`config.mk`:
```
export PLATFORM = sky130hd
export DESIGN_NAME = kfpi_lerp
export DESIGN_NICKNAME = d
export VERILOG_FILES = /design/src/design/kfpi_pkg.sv /design/src/design/kfpi_lerp.sv
export SDC_FILE = /design/constraint.sdc
export NUM_CORES = 2
export LEC_CHECK = 0
export BUFFER_PORTS_ARGS = -buffer_cell sky130_fd_sc_hd__buf_2
export CORE_ASPECT_RATIO = 0.6
export CORE_MARGIN = 2
export CORE_UTILIZATION = 43
export DETAILED_ROUTE_END_ITERATION = 16
export SYNTH_ARGS = -nofsm -noshare
export SYNTH_HDL_FRONTEND = slang
export SYNTH_SLANG_ARGS = --single-unit
```
`constraint.sdc`:
```
create_clock -name i_clk -period 7.76 [get_ports i_clk]
set_input_delay 0 -clock i_clk [delete_from_list [all_inputs] [get_ports i_clk]]
set_output_delay 0 -clock i_clk [all_outputs]
set_load 0.03 [all_outputs]
```
`src/design/kfpi_pkg.sv`:
```
package kfpi_pkg;
    localparam int Entries   = 64;
    localparam int IdxBits   = $clog2(Entries);
    localparam int CntBits   = $clog2(Entries + 1);
    localparam int TimeBits  = 32;
    localparam int CoordBits = 32;
    localparam int FracBits  = 24;
    // one memory word holds key and the three coordinates
    localparam int WordBits  = TimeBits + 3 * CoordBits;
    localparam int DivStepBits  = $clog2(FracBits + 1);
    localparam int LerpProdBits = CoordBits + 1 + FracBits;

    typedef enum logic [1:0] {
        KIND_CLEAR = 2'd0,
        KIND_ADD   = 2'd1,
        KIND_QUERY = 2'd2,
        KIND_SPARE = 2'd3
    } t_kind;

    typedef enum logic [2:0] {
        ST_STORED   = 3'd0,
        ST_REPLACED = 3'd1,
        ST_FULL     = 3'd2,
        ST_CLEARED  = 3'd3,
        ST_EMPTY    = 3'd4,
        ST_BEFORE   = 3'd5,
        ST_AFTER    = 3'd6,
        ST_INTERP   = 3'd7
    } t_status;

    function automatic logic [TimeBits-1:0] word_key(input logic [WordBits-1:0] w);
        return w[TimeBits-1:0];
    endfunction

    function automatic logic signed [CoordBits-1:0] word_crd(input logic [WordBits-1:0] w,
                                                           input logic [1:0] k);
        logic signed [CoordBits-1:0] c;
        case (k)
            2'd0:    c = w[TimeBits +: CoordBits];
            2'd1:    c = w[TimeBits + CoordBits +: CoordBits];
            default: c = w[TimeBits + 2 * CoordBits +: CoordBits];
        endcase
        return c;
    endfunction
endpackage

```
`src/design/kfpi_lerp.sv`:
```
module kfpi_lerp import kfpi_pkg::*; (
    input  logic                        i_clk,
    input  logic signed [CoordBits-1:0] i_a,
    input  logic signed [CoordBits-1:0] i_b,
    input  logic [FracBits-1:0]         i_frac,
    output logic signed [CoordBits-1:0] o_res
);
    // three-stage shared lerp: difference, product, floor add
    logic signed [CoordBits:0]      r_diff;
    logic signed [CoordBits-1:0]    r_a1, r_a2;
    logic [FracBits-1:0]            r_f1;
    logic signed [LerpProdBits:0]   r_prod;
    logic signed [CoordBits-1:0]    r_res;
    logic signed [LerpProdBits:0]   w_prod;

    assign w_prod = r_diff * $signed({1'b0, r_f1});

    always_ff @(posedge i_clk) begin
        r_diff <= (CoordBits + 1)'(i_b) - (CoordBits + 1)'(i_a);
        r_a1   <= i_a;
        r_f1   <= i_frac;
        r_prod <= w_prod;
        r_a2   <= r_a1;
        // arithmetic shift floors toward minus infinity
        r_res  <= r_a2 + CoordBits'(r_prod >>> FracBits);
    end

    assign o_res = r_res;
endmodule

```
==> summary.txt <==
Outcome
  • Outcome: finished clean

Synth
  • FFs w/ async S/R, synth: 0%
  • Synthesized Nets: 4,636
  • Number of flops mapped to enable cells by yosys: 0
  • Syn Inst Count: 3,540
  • Synth unique cells: 72
  • Yosys Warn Count: 0
  • Syn Area/Cell: 9.536 µm²
  • Post-synthesis register bit count: 185
  • Ys flop type: dfxtp_1
  • Synth Cell Area: 33,760 µm²
  • Share of the yosys chip area belonging to registers: 10.97%

Timing
  • RSZ-0062 raised after global routing: no
  • Post-layout min period: 7.511 ns
  • Final hold slack: 0.03194 ns
  • Worst slew margin: 45.99%
  • Fmax: 133.1 MHz
  • Least-Margin Pin Slew: 0.8077 ns
  • Max-slew violations: 0
  • Setup-failing EPs final: 0
  • Clock Skew: 0.03166 ns
  • Sum Neg Setup Slack: 0 ns
  • Final period util: 96.80%
  • Final Hold Violating Endpoints: 0

CTS
  • Clock transition at path regs: 0.09 ns
  • CTS root buffer: clkbuf_16
  • TritonCTS buffer count: 17
  • # clock sinks: 185
  • Insertion delay to the later sink of the worst-skew pair: 0.54 ns
  • CTS max path bufs: 2
  • CTS tree: done
  • Htree depth: 4

Routing
  • M1 WL: 43.88 mm
  • Met2 WL post-DR: 38.67 mm
  • Total length of routed met3 wires: 10.06 mm
  • Avg Vias per Cell: 4.943
  • Post-route ant nets: 0
  • Initial DRC Count: 1,935
  • Total wire length: 94.01 mm
  • Wire per inst: 19.52 µm
  • # DRC: 0
  • TritonRoute pass-1 iters: 6
  • Max Used Layer: met5
  • Via count: 23,800

Global routing
  • First-pass GRT wire length: 147.9 mm
  • Overall Global Routing Usage: 24.28%
  • Vias in the first global route: 24,880
  • Initial antenna violation count: 6
  • Global route overflow: 0
  • Largest net degree at the start of global routing: 35

Final layout
  • Synthesis-to-layout area growth: 12.19%
  • Final cell count without fillers: 4,816
  • Post-route cell area: 37,870 µm²
  • Layout fillers: 7,343
  • Proportion of layout cells with a drive suffix above 1: 8.269%
  • Nets: 4,844

Floorplan
  • Die area: 80,830 µm²
  • Core area: 77,590 µm²
  • Die H: 221.0 µm
  • Initial cell density of the core: 43.50%
  • Ports: 121
  • # rows: 79
  • Die width: 365.7 µm

Critical path
  • Setup crit start kind: flip-flop
  • WP data arrival: 7.93 ns
  • Crit Path Class: flip-flop to flip-flop
  • Worst endpoint required time: 8.18 ns
  • Largest driver fanout on the critical path: 9
  • CP Capture Type: flip-flop
  • Most frequent cell on the critical path: fa_1
  • Slowest cell on crit path: fa_1
  • Crit path largest cell delay: 0.55 ns

Placed design
  • Cell Area, Placed: 36,300 µm²
  • DPL Wire Length: 76.24 mm
  • Placed insts: 4,691
  • Number of I/O port buffers: 120
  • Gp weighted congestion: 0.9382

Min path
  • Hold crit path type: input pin to flip-flop

Flow run
  • Max_cap viols: 0
==> routing by layer <==
metal	up-vias	track usage (%)
met4	2	4.679
met3	76	7.288
met1	12000	37.07
li1	10740	-
met2	989	33.86
met5	-	0
==> logic make-up after synthesis <==
family / share of synthesized area (%)
simple gates: 15.38
fa+ha+maj: 54.98
buf+inv: 11.21
compound gates: 4.911
xor+xnor: 2.543
flops: 10.97
==> path summary, 6_finish.rpt <==
path,start,end,slack (ns),cells after the start
setup / recovery,r_diff[10]$_DFF_P_,r_prod[52]$_DFF_P_,0.25,28
hold / removal,i_b[4],r_diff[4]$_DFF_P_,0.03,4
setup reg to reg,r_diff[10]$_DFF_P_,r_prod[52]$_DFF_P_,0.25,28
hold reg to reg,r_a1[23]$_DFF_P_,r_a2[23]$_DFF_P_,0.32,0
==> sequential cells by signal, indices dropped and copies added, names as in the netlist <==
name	count
r_prod	32
r_diff	33
r_a1	32
r_a2	32
r_f1	24
o_res	32
==> per-stage QoR <==
stage / utilization [%] / worst slack (ns)
2_1_floorplan: - / 1.102
3_3_place_gp: 46.78 / 0.3676
3_5_place_dp: 46.78 / 0.2598
4_1_cts: 48.78 / 0.2111
5_1_grt: 48.80 / 0.01345
6_report: 48.81 / 0.2486
==> Yosys cell counts (all sizes together), types with 3 or more instances <==
| master | instances | area (µm²) |
|---|---|---|
| o2111ai | 4 | 35.03 |
| o211ai | 4 | 30.03 |
| ha | 213 | 2665 |
| and2 | 487 | 3047 |
| a31oi | 8 | 65.06 |
| fa | 794 | 15900 |
| nor4 | 5 | 31.28 |
| a211o | 4 | 35.03 |
| and3 | 3 | 20.02 |
| clkbuf | 141 | 529.3 |
| nand2b | 6 | 37.54 |
| nand2 | 350 | 1314 |
| nand3 | 18 | 90.09 |
| dfxtp | 185 | 3704 |
| or2 | 5 | 31.28 |
| nor2 | 63 | 236.5 |
| a211oi | 11 | 87.58 |
| nand4 | 8 | 50.05 |
| inv | 866 | 3251 |
| o21ai | 46 | 245.2 |
| nor3 | 25 | 130.1 |
| o21bai | 11 | 82.58 |
| a21o | 34 | 259.0 |
| a21oi | 71 | 366.6 |
| xor2 | 28 | 245.2 |
| a31o | 3 | 26.28 |
| xnor2 | 70 | 613.1 |
| a41oi | 4 | 42.55 |
| o21a | 13 | 97.59 |
| or3 | 8 | 51.30 |
| nor2b | 14 | 95.09 |
==> worst max-delay path, delay by kind of cell, from the launching register on <==
kind | cells | cell delay [ns]
AOI/OAI and AO/OA | 7 | 1.67
buffers and inverters | 9 | 0.85
DFF | 1 | 0.49
xor gates and xnor gates | 1 | 0.14
and+or+nand+nor | 3 | 0.39
adders and majority gates | 8 | 3.84
==> placed cells by master, fill, tap and decap left out, types with 5 or more instances in the layout <==
master           n
a211oi_1        10
a21o_1          31
a21oi_1         68
a31oi_1          7
and2_1         487
buf_12          20
buf_2          120
buf_4           99
clkbuf_16       17
dfxtp_1        174
dfxtp_2         10
dlygate4sd3_1   91
fa_1           794
ha_1           213
inv_1          866
nand2_1        350
nand2b_1         6
nand3_1         18
nand4_1          8
nor2_1          63
nor2b_1         13
nor3_1          24
nor4_1           5
o21a_1          13
o21ai_0         34
o21ai_1          8
o21bai_1        11
or3_1            7
xnor2_1         70
xor2_1          28
==> final cells by class <==
cell class / instances / area, µm² / area share (%)
clock inverter: 15 / 219.0 / 0.5782
clock buffer: 17 / 425.4 / 1.123
timing repair buffer: 331 / 2666 / 7.040
inverter: 866 / 3251 / 8.583
antenna: 2 / 5.005 / 0.01322
sequential: 185 / 3720 / 9.822
multi-input combinational: 2347 / 26270 / 69.36
tap: 1053 / 1318 / 3.479
==> repair_timing <==
action | in CTS | in global routing
setup endpoints to repair | 0 | 4
hold endpoints to repair | 86 | 0
hold buffers | 91 | 0
buffers inserted | 0 | 0
resized for setup | 0 | 9
Power is left out: the tool's default activity adds up to more than one toggle a clock period on the data nets, which glitch-free logic cannot reach.
