File: src/design/kfpi_ram.sv
module kfpi_ram #(
    parameter int WIDTH = 8,
    parameter int DEPTH = 16
) (
    input  logic                     i_clk,
    input  logic                     i_we,
    input  logic [$clog2(DEPTH)-1:0] i_waddr,
    input  logic [WIDTH-1:0]         i_wdata,
    input  logic [$clog2(DEPTH)-1:0] i_raddr,
    output logic [WIDTH-1:0]         o_rdata
);
    logic [WIDTH-1:0] r_mem [DEPTH];
    logic [WIDTH-1:0] r_rdata;

    always_ff @(posedge i_clk) begin
        if (i_we) begin
            r_mem[i_waddr] <= i_wdata;
        end
        r_rdata <= r_mem[i_raddr];
    end

    assign o_rdata = r_rdata;
endmodule

File: config.mk
export PLATFORM = sky130hd
export DESIGN_NAME = kfpi_ram
export DESIGN_NICKNAME = d
export VERILOG_FILES = /design/src/design/kfpi_ram.sv
export SDC_FILE = /design/constraint.sdc
export NUM_CORES = 1
export LEC_CHECK = 0
export BUFFER_PORTS_ARGS = -buffer_cell sky130_fd_sc_hd__buf_4
export CAP_MARGIN = 20
export CORE_MARGIN = 10
export CORE_UTILIZATION = 55
export DETAILED_ROUTE_END_ITERATION = 10
export PLACE_DENSITY = 0.81
export SLEW_MARGIN = 20
export SYNTH_ARGS = -nofsm -noshare
export SYNTH_HDL_FRONTEND = slang
export SYNTH_SLANG_ARGS = --single-unit
export TNS_END_PERCENT = 100
File: constraint.sdc
create_clock -name i_clk -period 3.78 [get_ports i_clk]
set_input_delay 0.189 -clock i_clk [delete_from_list [all_inputs] [get_ports i_clk]]
set_output_delay 0.189 -clock i_clk [all_outputs]
set_load 0.05 [all_outputs]
==> results of run 1 <==
[worst paths after layout]
kind / cells past startpoint / to / slack (ns)
worst max register to register: 3 / o_rdata[7] / 2.34
worst max-delay path: 3 / o_rdata[7] / 2.34
worst min-delay path: 2 / r_mem[0][0] / 0.11
worst min register to register: 3 / o_rdata[6] / 0.68
[where the power goes]
part | switching, mW | internal (mW) | total, mW | leakage [nW]
Clock | 0.616 | 1.01 | 1.62 | 0.278
Sequential | 0.0102 | 1.69 | 1.70 | 1.22
Combinational | 0.122 | 0.0766 | 0.199 | 0.533
Total | 0.748 | 2.77 | 3.52 | 2.03
[worst max-delay path: stages, from the launching register on]
cell      delay, ns
edfxtp_1       0.36
mux4_2         0.51
a22oi_1        0.32
nand2_1        0.11
[metrics by stage]
| step | util | hold WS (ns) | cells |
|---|---|---|---|
| final | 0.661 | 0.113 | 396 |
| after global routing | 0.661 | 0.101 | 396 |
| after CTS | 0.660 | 0.114 | 396 |
| after detailed placement | 0.587 | 0.502 | 356 |
| after global placement | 0.587 | 0.484 | 356 |
| after floorplan | - | 0.288 | 229 |
[cell usage after synthesis (2+ instances only)]
cell type          n
a22oi_1           16
buf_2              3
buf_6              3
clkdlybuf4s25_2    3
dfxtp_1            8
edfxtp_1         128
mux4_1            14
mux4_2            18
nand2_1            9
nand2b_1           2
nand3b_1           2
nor2_1            13
nor3_1             4
[state kept, by name (all words and copies together) (netlist names)]
name / cells
r_mem: 128
o_rdata: 8
[timing repair]
action / CTS / global route
hold buffers: 8 / 0
endpoints found under the setup margin: 0 / 0
endpoints found under the hold margin: 119 / 0
[routing by layer]
metal | vias to the layer above | track usage
li1 | 1064 | -
met1 | 1229 | 0.207
met2 | 105 | 0.233
met3 | 10 | 0.0611
met4 | 0 | 0.0692
met5 | - | 0
[area by class of cell]
type,instances,area (um^2),area share
tap,111,139,0.0228
sequential,136,4000,0.658
clock buffer,18,418,0.0687
timing repair buffer,34,275,0.0453
clock inverter,14,174,0.0286
multi-input combinational,83,1070,0.176
[cell families (layout without fill, tap and decap cells)]
logic type | Yosys count | after routing | synth area share
DFF | 136 | 136 | 0.778
and+or+nand+nor | 35 | 35 | 0.0318
muxes | 32 | 32 | 0.150
AOI/OAI and AO/OA | 16 | 16 | 0.0233
buffers and inverters | 10 | 66 | 0.0168
==> impl_results.md, run 1 <==
* Kind of critical path: reg2reg
* Vias after detailed routing at 2408
* Pleak at 2.03 nW
* R2R Path Start: r_mem[3][7]
* Fillers at 562
* Max transition margin at 0.357
* RePlAce Congestion at 0.764
* CP Max Fanout at 1
* Peak supply drop at 0.372 mV
* Worst hold path type: in2reg
* CP Launch Type: register
* IO Count at 26
* Diode count at 0
* Post-synthesis cell type with the largest combined area: edfxtp_1
* M1 WL at 4180 um
* HPWL Detailed at 5980 um
* Actual slew at the worst max-slew pin at 0.961 ns
* DR vias/cell at 6.08
* Setup TNS at 0 ns
* Tcrit/Tclk final at 0.380
* Critical path arrival at 1.82 ns
* Number of max-cap violations at 0
* Htree depth at 4
* Synth top area share at 0.747
* Nature of the critical path endpoint: register
* Largest net degree at the start of global routing at 33
* Setup WS pre-CTS at 1.67 ns
* TritonCTS Sinks at 136
* Cell area after layout at 6080 um^2
* # resized after CTS at 0
* Wire length on met2 at 4800 um
* First-pass iteration count of the detailed router at 4
* Endpoints failing hold at 0
* Post-synthesis net count at 247
* Cell Area, Placed at 5400 um^2
* Setup violators final at 0
* Root buffer cell: clkbuf_8
* Mean Syn Cell Area at 22.5 um^2
* Num CTS Buffers at 17
* PnR worst setup slack at 2.34 ns
* Unique masters post-synth at 19
* Initial antenna violation count at 0
* Met3 WL post-DR at 760 um
* 1st-iter DRT viols at 229
* Min Tclk post-route at 1.44 ns
* Routed WL at 9850 um
* Setup Fix Bufs, Post-CTS at 0
* Area Overhead vs Synth at 18.2%
* Layout Skew at 0.00825 ns
* #FFs+latches synth at 136
* Required time worst endpoint at 4.17 ns
* Power, Total at 3.52 mW
* WL/cell at 24.9 um
* Layout cells sized above 1 at 0.277
* Pwr Density at 579 nW/um^2
* Slew Viols, Final at 0
* CTS tree: done
* Post-Syn Area at 5150 um^2
* Die W at 117 um
* Remaining Overflow, GRT at 0
* First-pass GRT wire length at 15200 um
* Outcome: completed
* Core Box Area at 9200 um^2
* Commonest non-fill, non-tap cell in the layout: edfxtp_1
* Top FF cell, synth: edfxtp_1
* Top post-synthesis cells by area: edfxtp_1, mux4_2, mux4_1
* Commonest non-fill, non-tap cells in the layout: edfxtp_1, buf_4, mux4_2
* Fmax at 696 MHz
* Vias in the first global route at 2585
* RSZ-0062 raised after global routing: false
* CTS Buffer Depth at 2
* Die area at 13600 um^2
* Clk slew on worst S/H paths at 0.06 ns
* Critical path origin: r_mem[3][7]
* IO buf count at 25
* Yosys warning total at 0
* Die H at 117 um
* Async SR Flop Fraction at 0
* NumNets Final at 290
* Top sig layer: met4
* Overall Global Routing Usage at 0.159
* Start point of the worst hold path: i_waddr[1]
* Final ANT Viol Nets at 0
* Initial Utilization at 0.560
* Post-synthesis sequential area ratio at 0.778
* Row count at 35
* Clk_lat worst skew at 0.52 ns
* Number of synthesized flops with an enable pin at 128
* Post-Syn Instances at 229
* # DRC at 0
Power figures use the tool's default switching activity.
==> run 2, diff against run 1 <==
--- a/config.mk
+++ b/config.mk
@@ -8,9 +8,9 @@
 export BUFFER_PORTS_ARGS = -buffer_cell sky130_fd_sc_hd__buf_4
 export CAP_MARGIN = 20
 export CORE_MARGIN = 10
-export CORE_UTILIZATION = 55
+export CORE_UTILIZATION = 54
 export DETAILED_ROUTE_END_ITERATION = 10
-export PLACE_DENSITY = 0.81
+export PLACE_DENSITY = 0.82
 export SLEW_MARGIN = 20
 export SYNTH_ARGS = -nofsm -noshare
 export SYNTH_HDL_FRONTEND = slang
==> constraint.sdc (replaced) <==
create_clock -name i_clk -period 1.3 [get_ports i_clk]
set_input_delay 0.065 -clock i_clk [delete_from_list [all_inputs] [get_ports i_clk]]
set_output_delay 0.065 -clock i_clk [all_outputs]
set_load 0.05 [all_outputs]
==> impl_results.md, run 2 (synthesis gave the netlist of run 1 again) <==
* IO buf count at 25
* Setup violators final at 4
* Commonest non-fill, non-tap cells in the layout: edfxtp_1, buf_4, mux4_2
* DR vias/cell at 5.79
* Overall Global Routing Usage at 0.162
* CTS tree: done
* Actual slew at the worst max-slew pin at 1.02 ns
* Setup WS pre-CTS at -0.269 ns
* Clk slew on worst S/H paths at 0.06 ns
* Max transition margin at 0.319
* HPWL Detailed at 6300 um
* Min Tclk post-route at 1.37 ns
* CP Capture Point: o_rdata[4]
* Diode count at 0
* Slew Viols, Final at 0
* Reg2reg end: o_rdata[4]
* WL/cell at 24.5 um
* Kind of critical path: reg2reg
* Peak supply drop at 0.928 mV
* Largest net degree at the start of global routing at 22
* Fillers at 526
* # DRC at 0
* Outcome: complete, but fails checks
* CP Launch Type: register
* Sequential cell area at 4000 um^2
* Area occupied by multi-input gates at 1080 um^2
* First-pass iteration count of the detailed router at 4
* Met1 usage at 0.204
* Power, Total at 10.7 mW
* CTS Buffer Depth at 2
* 1st-iter DRT viols at 199
* Commonest non-fill, non-tap cell in the layout: edfxtp_1
* Remaining Overflow, GRT at 0
* Initial antenna violation count at 0
* First-pass GRT wire length at 16600 um
* R2R cell count at 3
* CP Max Fanout at 1
* Row count at 35
* Root buffer cell: clkbuf_8
* Pleak at 2.18 nW
* Die W at 118 um
* R2R Setup Slk at -0.07 ns
* Layout Skew at 0.0191 ns
* Tcrit/Tclk final at 1.06
* Die area at 13800 um^2
* RePlAce Congestion at 0.737
* Critical path arrival at 1.76 ns
* NumNets Final at 316
* Core Box Area at 9240 um^2
* Fmax at 729 MHz
* Reg with most FFs: r_mem
* Global routing's busiest layer: met2
* Final Util at 0.693
* Met3 usage at 0.0585
* Required time worst endpoint at 1.68 ns
* Clk_lat worst skew at 0.52 ns
* Failing checks: negative setup slack
* Pwr Density at 1670 nW/um^2
* Final ANT Viol Nets at 0
* IO Count at 26
* Nature of the critical path endpoint: register
* Die H at 118 um
* RSZ-0062 raised after global routing: true
* Area Overhead vs Synth at 24.5%
* Routed WL at 10800 um
* Met2 usage at 0.250
* Max reg flops at 128
* Initial Utilization at 0.557
* Num CTS Buffers at 17
* Vias after detailed routing at 2548
* Layout cells sized above 1 at 0.395
* Htree depth at 4
* Endpoints failing hold at 0
* TritonCTS Sinks at 136
* Vias in the first global route at 2732
* Number of max-cap violations at 0
* PnR worst setup slack at -0.0722 ns
* Critical path origin: r_mem[11][4]
* R2R Path Start: r_mem[11][4]
* Worst hold path type: in2reg
[run 2: changes by cell type in the layout (fill, tap and decap cells not counted), moves of 3 or more]
cell and delta:
mux4_1 -10, mux4_2 +10, clkinvlp_4 -3, a22oi_2 +11, buf_4 +22, a22oi_1 -11, buf_12 +4
[run 2: layout make-up]
type | instances | share of cell area
clock buffers | 18 | 0.0652
clock inverters | 14 | 0.0348
multi-input cells | 83 | 0.169
flip-flops and latches | 136 | 0.625
well taps | 129 | 0.0252
repair buffers | 60 | 0.0813
[run 2: worst min-delay path by stage]
stage | from | depth (start not counted) | slack (ns) | end
global placement | i_wdata[2] | 1 | 0.37 | r_mem[4][2]
global route | i_waddr[1] | 3 | 0.08 | r_mem[0][7]
detailed placement | i_wdata[3] | 1 | 0.38 | r_mem[13][3]
floorplan | i_wdata[0] | 0 | 0.16 | r_mem[0][0]
finish | i_waddr[0] | 3 | 0.07 | r_mem[0][5]
CTS | i_waddr[0] | 3 | 0.06 | r_mem[0][5]
[run 2: critical path: stages (launching register included)]
cell and delay, ns:
edfxtp_1 0.37, mux4_2 0.48, a22oi_2 0.27, nand2_1 0.13
[run 2: through the flow]
stage / hold WS (ns) / cells / cell area (um^2) / TNS [ns]
2_1_floorplan: 0.164 / 229 / 5150 / -0.863
3_3_place_gp: 0.368 / 400 / 5670 / -1.15
3_5_place_dp: 0.379 / 400 / 5670 / -1.89
4_1_cts: 0.0551 / 440 / 6390 / -0.207
5_1_grt: 0.0760 / 440 / 6410 / -0.223
6_report: 0.0748 / 440 / 6410 / -0.0908
[run 2: timing repair]
action | CTS | global route
setup buffers | 0 | 0
hold endpoints to repair | 128 | 0
hold buffers | 8 | 0
setup endpoints to repair | 7 | 7
pin swaps | 4 | 6
gates resized for setup | 11 | 10
[run 2: metal layers]
metal | vias up | wire length [um] | share of wire
met1 | 1296 | 4130 | 0.38
met4 | 0 | 162 | 0.015
met2 | 141 | 5520 | 0.51
met3 | 8 | 944 | 0.088
li1 | 1103 | - | -
met5 | - | 0 | 0
[run 2: where the power goes]
part	internal (mW)	switching, mW	leakage, nW
registers	4.90	0.0376	1.22
clock network	3.33	1.78	0.308
logic	0.284	0.383	0.645
total	8.51	2.21	2.18
