--- src/design/kfpi_pkg.sv ---
package kfpi_pkg;
    localparam int Entries   = 64;
    localparam int IdxBits   = $clog2(Entries);
    localparam int CntBits   = $clog2(Entries + 1);
    localparam int TimeBits  = 32;
    localparam int CoordBits = 32;
    localparam int FracBits  = 24;
    // one memory word holds key and the three coordinates
    localparam int WordBits  = TimeBits + 3 * CoordBits;
    localparam int DivStepBits  = $clog2(FracBits + 1);
    localparam int LerpProdBits = CoordBits + 1 + FracBits;

    typedef enum logic [1:0] {
        KIND_CLEAR = 2'd0,
        KIND_ADD   = 2'd1,
        KIND_QUERY = 2'd2,
        KIND_SPARE = 2'd3
    } t_kind;

    typedef enum logic [2:0] {
        ST_STORED   = 3'd0,
        ST_REPLACED = 3'd1,
        ST_FULL     = 3'd2,
        ST_CLEARED  = 3'd3,
        ST_EMPTY    = 3'd4,
        ST_BEFORE   = 3'd5,
        ST_AFTER    = 3'd6,
        ST_INTERP   = 3'd7
    } t_status;

    function automatic logic [TimeBits-1:0] word_key(input logic [WordBits-1:0] w);
        return w[TimeBits-1:0];
    endfunction

    function automatic logic signed [CoordBits-1:0] word_crd(input logic [WordBits-1:0] w,
                                                           input logic [1:0] k);
        logic signed [CoordBits-1:0] c;
        case (k)
            2'd0:    c = w[TimeBits +: CoordBits];
            2'd1:    c = w[TimeBits + CoordBits +: CoordBits];
            default: c = w[TimeBits + 2 * CoordBits +: CoordBits];
        endcase
        return c;
    endfunction
endpackage

--- src/design/kfpi_div.sv ---
module kfpi_div import kfpi_pkg::*; (
    input  logic                i_clk,
    input  logic                i_rst_n,
    input  logic                i_start,
    input  logic [TimeBits-1:0] i_num,
    input  logic [TimeBits-1:0] i_den,
    output logic                o_done,
    output logic [FracBits-1:0] o_frac
);
    logic [TimeBits-1:0]    r_rem, n_rem;
    logic [TimeBits-1:0]    r_den;
    logic [FracBits-1:0]    r_frac, n_frac;
    logic [DivStepBits-1:0] r_step;
    logic                   r_busy, r_done;
    logic [TimeBits:0]      w_sh;

    // one restoring step per cycle
    always_comb begin
        w_sh   = {r_rem, 1'b0};
        n_rem  = w_sh[TimeBits-1:0];
        n_frac = {r_frac[FracBits-2:0], 1'b0};
        if (w_sh >= {1'b0, r_den}) begin
            n_rem  = TimeBits'(w_sh - {1'b0, r_den});
            n_frac[0] = 1'b1;
        end
    end

    always_ff @(posedge i_clk) begin
        if (!i_rst_n) begin
            r_busy <= 1'b0;
            r_done <= 1'b0;
            r_step <= '0;
        end else begin
            r_done <= 1'b0;
            if (i_start) begin
                r_busy <= 1'b1;
                r_step <= '0;
            end else if (r_busy) begin
                r_step <= r_step + 1'b1;
                if (r_step == DivStepBits'(FracBits - 1)) begin
                    r_busy <= 1'b0;
                    r_done <= 1'b1;
                end
            end
        end
    end

    always_ff @(posedge i_clk) begin
        if (i_start) begin
            r_rem  <= i_num;
            r_den  <= i_den;
            r_frac <= '0;
        end else if (r_busy) begin
            r_rem  <= n_rem;
            r_frac <= n_frac;
        end
    end

    assign o_done = r_done;
    assign o_frac = r_frac;
endmodule

--- config.mk ---
export PLATFORM = sky130hd
export DESIGN_NAME = kfpi_div
export DESIGN_NICKNAME = d
export VERILOG_FILES = /design/src/design/kfpi_pkg.sv /design/src/design/kfpi_div.sv
export SDC_FILE = /design/constraint.sdc
export NUM_CORES = 1
export LEC_CHECK = 0
export BUFFER_PORTS_ARGS = -buffer_cell sky130_fd_sc_hd__buf_4
export CORE_AREA = 4 4 117 91
export DETAILED_ROUTE_END_ITERATION = 8
export DIE_AREA = 0 0 121 95
export GPL_ROUTABILITY_DRIVEN = 0
export PLACE_DENSITY = 0.83
export SYNTH_ARGS = -nofsm -noshare
export SYNTH_HDL_FRONTEND = slang
export SYNTH_SLANG_ARGS = --single-unit
--- constraint.sdc ---
create_clock -name i_clk -period 4.2 [get_ports i_clk]
set_input_delay 0.84 -clock i_clk [delete_from_list [all_inputs] [get_ports i_clk]]
set_output_delay 0.84 -clock i_clk [all_outputs]
set_load 0.01 [all_outputs]
==> results of run 1 <==
==> registers in the layout, summed over array words and instances, names as in the netlist <==
name,count
r_den,32
r_rem,32
o_frac,24
r_step,5
o_done,1
r_busy,1
==> logic make-up (layout without fill, tap and decap cells) <==
logic type	after synthesis	count (layout)	synth area share
AO/OA/AOI/OAI	112	112	0.128
flip-flops	95	95	0.451
buffers and inverters	84	151	0.0771
AND/OR/NAND/NOR	153	153	0.124
adder cells (fa/ha/maj)	34	34	0.0769
XOR/XNOR	31	31	0.0482
multiplexers	53	53	0.0944
==> critical path, cell delays in order, from the launching register on <==
cell       delay (ps)
edfxtp_1          410
ha_1              390
nand2_1           130
a211oi_2          320
o211ai_2          180
a21oi_2           180
a21oi_2           100
o21a_2            260
o31ai_4           210
buf_4             370
o2111ai_1         170
and4_1            250
==> power groups by stage <==
stage	logic [mW]	clock network [mW]	registers (mW)
after floorplan	1.03	0	1.21
after global placement	1.23	0	1.23
after detailed placement	1.28	0	1.23
after CTS	1.29	0.790	1.21
after global routing	1.44	0.838	1.23
final	1.31	0.773	1.22
==> final cells by class <==
cell class	instances	area [um^2]	share of cell area
multi-input cells	383	2660	0.408
well taps	132	165	0.0254
clock inverters	6	41.3	0.00635
clock buffers	10	239	0.0367
repair buffers	95	713	0.110
flip-flops and latches	95	2540	0.391
inverters	40	150	0.0231
==> per-stage QoR <==
stage	cells	setup WS, ps	hold slack (ps)	area [um^2]	total power, mW
final	761	973	503	6510	3.30
after global routing	761	754	541	6510	3.50
after CTS	761	989	510	6510	3.30
after detailed placement	745	1040	493	6230	2.51
after global placement	745	1140	475	6230	2.46
after floorplan	562	1500	467	5630	2.24
==> placed cells by master (no fill, tap or decap), types with 4 or more instances in the layout <==
master	count
and3_1	4
nor2_1	72
a21oi_1	54
edfxtp_1	64
o21a_1	5
clkbuf_16	9
buf_4	95
dfxtp_1	31
o21ai_0	8
xnor2_1	16
ha_1	33
nor3_1	6
a21o_1	6
nand2_1	33
inv_1	39
o21ai_1	7
mux2i_1	52
nor2b_1	4
nand4_1	7
and2_1	4
nand3_1	4
nor4_1	4
xor2_1	15
==> how the worst max path moves through the flow <==
stage | cells after the start | end | slack, ps | start
after floorplan | 13 | r_rem[10] | 1500 | r_rem[15]
after global placement | 11 | r_rem[24] | 1140 | r_rem[13]
after detailed placement | 11 | r_rem[24] | 1040 | r_rem[3]
after CTS | 11 | r_rem[24] | 990 | r_rem[3]
after global routing | 11 | r_rem[28] | 750 | r_rem[3]
final | 11 | r_rem[24] | 970 | r_rem[3]
==> metal layers <==
| layer | track usage | part of all wire | up-vias |
|---|---|---|---|
| met2 | 0.341 | 0.46 | 168 |
| met5 | 0 | 0 | - |
| li1 | - | - | 2102 |
| met3 | 0.0485 | 0.072 | 19 |
| met1 | 0.302 | 0.45 | 2007 |
| met4 | 0.0802 | 0.017 | 0 |
==> flow_summary.toml, run 1 <==
[status]
status = "completed"

[synth]
syn_nets = 663
synthTopCellsByArea = "edfxtp_1 (34%), dfxtp_1 (11%), mux2i_1 (9.2%)"
async_flop_share = 0
syn-mean-instance-area_um2 = 10.0
yosysMostFrequentCell = "nor2_1"
synthFlopType = "edfxtp_1"
ys_warn_count = 0
synth.top_cell.area_share = 0.341
synth_edf_count = 64
ys_types = 60
ys_seq_area_frac = 0.451
syn-cell-area_um2 = 5630
synth_cells = 562
yosys_register_bits = 95
synth_common_cells = "nor2_1 (72), edfxtp_1 (64), a21oi_1 (54), mux2i_1 (52), inv_1 (39)"
synth_largest_area_cell = "edfxtp_1"

[grt]
grt_max_degree = 62
globalRouteOverflowTotal = 0
grtUsageTotal = 0.219
grt_pass1_vias = 4039
grt_first_pass_wirelength_um = 19900
antenna_found_initial = 0

[setup_path]
regToRegStartpoint = "r_rem[3]"
required_ps = 4300
reg2reg_to = "r_rem[24]"
cp_max_fo = 22
cp-start-kind = "flip-flop"
reg2reg_depth = 11
reg2reg_slack_ps = 970
critPathCaptureType = "flip-flop"
critPathKind = "reg2reg"
cp.arrival_ps = 3330

[cts]
cts_tree = "yes"
clock-sinks = 95
clkLatencyLatePin_ps = 350
hold_buffers = 0
post_cts_resized = 0
post-cts-setup-buffers = 0
cts_buffer_depth = 2
htree_levels = 3
cts_buffers = 9
root_buffer = "clkbuf_16"
clk_pin_slew_ps = 70

[drt]
drc = 0
first_pass_iters = 5
viasPerCell = 5.65
ant_nets = 0
wirelength_um = 12300
drt_iter0_drc = 395
wl_per_cell_um = 16.2
num_vias = 4296

[final_layout]
utilization = 0.685
layout-drive-gt1-share = 0.197
syn2layout_area_growth_pct = 15.5
nNetsFinal = 725
diodes = 0
n_fill_cell = 741

[power_and_ir_drop]
power_density_nw_per_um2 = 507
p_switching_mw = 1.15
intPower_mw = 2.15
comb_power_share = 0.397
p_clk_frac = 0.234
power_frac_seq = 0.368
leakage_nw = 2.89
ir_drop_uv = 243
p_sw_frac = 0.349

[min_path]
hold_class = "reg2reg"
worstHoldStart = "o_frac[23]"
hold_depth = 2
hold_path_end = "o_frac[23]"

[sta]
worst_slew_pin_slew_ps = 927
setup_viol = 0
setup_tns_ps = 0
timing.fmax_mhz = 310
fin_crit_sh = 0.768
grt_setup_unrepaired = "no"
hold_violations = 0
slew_violations = 0
min_period_ps = 3230
finClkSkew_ps = 12.5
slew_headroom = 0.381

[die]
die_h_um = 95
die_w_um = 121
rows = 31
design.die.area_um2 = 11500
fp.coreArea_um2 = 9500
ios = 92
start_util = 0.593

[place]
port_buffers = 91
dp_hpwl_um = 8880

[job]
maxCapViolations = 0
Power figures use the tool's default switching activity.
==> inputs of run 2 (changes only) <==
- CORE_AREA: 4 4 117 91 -> 4 4 120 94
- DIE_AREA: 0 0 121 95 -> 0 0 124 98
- PLACE_DENSITY: 0.83 -> 0.79
- clock period: 4.2 -> 3.15 ns (I/O delays scaled with it)
==> flow_summary.toml, run 2 (same netlist as run 1, synthesis figures left out) <==
[setup_path]
cp-start-kind = "flip-flop"
cp.arrival_ps = 3060
required_ps = 3240
critPathCaptureType = "flip-flop"
cp_max_fo = 4
critPathKind = "reg2reg"

[drt]
dr_wl_met3_um = 755
wirelength_um = 12200
viasPerCell = 5.47
num_vias = 4313
drc = 0
ant_nets = 0
first_pass_iters = 5
wl_per_cell_um = 15.4
wl_met1_um = 5720
top_layer = "met4"
met2WireLength_um = 5540
drt_iter0_drc = 296

[sta]
slew_headroom = 0.445
min_period_ps = 2970
worst_slew_pin_slew_ps = 832
fin_crit_sh = 0.942
slew_violations = 0
hold_violations = 0
setup_viol = 0
timing.fmax_mhz = 337
finClkSkew_ps = 6.95

[final_layout]
final_cells = 788
diodes = 0
nNetsFinal = 748
final_common_cell = "buf_4"
mostFrequentLayoutCells = "buf_4 (116), nor2_1 (72), edfxtp_1 (64)"
syn2layout_area_growth_pct = 19.4
layout-drive-gt1-share = 0.230
n_fill_cell = 780

[grt]
grtUsageTotal = 0.206
grt_first_pass_wirelength_um = 20300
grt_max_degree = 35
grt_pass1_vias = 4375
antenna_found_initial = 0
globalRouteOverflowTotal = 0

[place]
dp_hpwl_um = 8980
placed_cells = 769
port_buffers = 91

[power_and_ir_drop]
p_total_mw = 4.56
leakage_nw = 3.01
power_density_nw_per_um2 = 678
ir_drop_uv = 343

[cts]
root_buffer = "clkbuf_16"
cts_buffers = 9
clkLatencyLatePin_ps = 350
cts_tree = "yes"
cts_buffer_depth = 2
clk_pin_slew_ps = 70
htree_levels = 3
clock-sinks = 95

[die]
die_w_um = 124
start_util = 0.560
rows = 32
fp.coreArea_um2 = 10000
design.die.area_um2 = 12200
ios = 92
die_h_um = 98

[min_path]
hold_class = "in2reg"

[job]
maxCapViolations = 0

[status]
status = "completed"
[run 2: final timing paths]
| path | start | endpoint | slack [ps] | depth (start not counted) |
|---|---|---|---|---|
| worst max-delay path | r_rem[2] | r_rem[31] | 180 | 11 |
| worst min register to register | o_frac[23] | o_frac[23] | 510 | 2 |
| worst max register to register | r_rem[2] | r_rem[31] | 180 | 11 |
| worst min-delay path | i_den[10] | r_den[10] | 450 | 1 |
[run 2: cell type report]
| cell class | instances | area [um^2] | area share |
|---|---|---|---|
| clock buffers | 9 | 225 | 0.0335 |
| clock inverters | 7 | 55.1 | 0.00819 |
| inverters | 40 | 150 | 0.0223 |
| multi-input cells | 383 | 2670 | 0.397 |
| flip-flops and latches | 95 | 2540 | 0.378 |
| well taps | 136 | 170 | 0.0253 |
| repair buffers | 118 | 911 | 0.135 |
[run 2: what timing repair did]
item / CTS / global route
hold buffers: 0 / 0
setup buffers: 3 / 0
pin swaps: 1 / 1
endpoints found under the setup margin: 24 / 5
resized for setup: 0 / 3
[run 2: routing by layer]
| metal | vias to the layer above | global-route usage |
|---|---|---|
| li1 | 2148 | - |
| met1 | 2015 | 0.280 |
| met2 | 140 | 0.330 |
| met3 | 10 | 0.0457 |
| met4 | 0 | 0.0598 |
| met5 | - | 0 |
[run 2: power by group]
group          internal, mW  total, mW  switching, mW  leakage [nW]
clock network         0.544       1.03          0.488         0.141
registers              1.53       1.61         0.0806         0.880
logic                 0.893       1.91           1.02          1.99
total                  2.97       4.56           1.59          3.01
[run 2: critical path, stage by stage (launching register included)]
cell and delay (ps):
edfxtp_1 400, ha_1 360, nand2_1 120, a211oi_2 210, o211ai_2 150, a21oi_2 190, a21oi_2 80, buf_4 160
o311ai_2 400, o221ai_1 230, nor4bb_1 310, nor3_1 90
[run 2: per-stage QoR]
stage                     TNS [ps]  utilization  setup WS (ps)  cell area [um^2]  hold WS, ps
after floorplan                  0            -            454              5630          467
final                            0        0.669            184              6730          452
after CTS                        0        0.668           63.3              6710          442
after global placement           0        0.637           9.63              6410          477
after detailed placement      -515        0.637          -54.4              6410          499
after global routing         -9.61        0.669          -9.61              6730          443
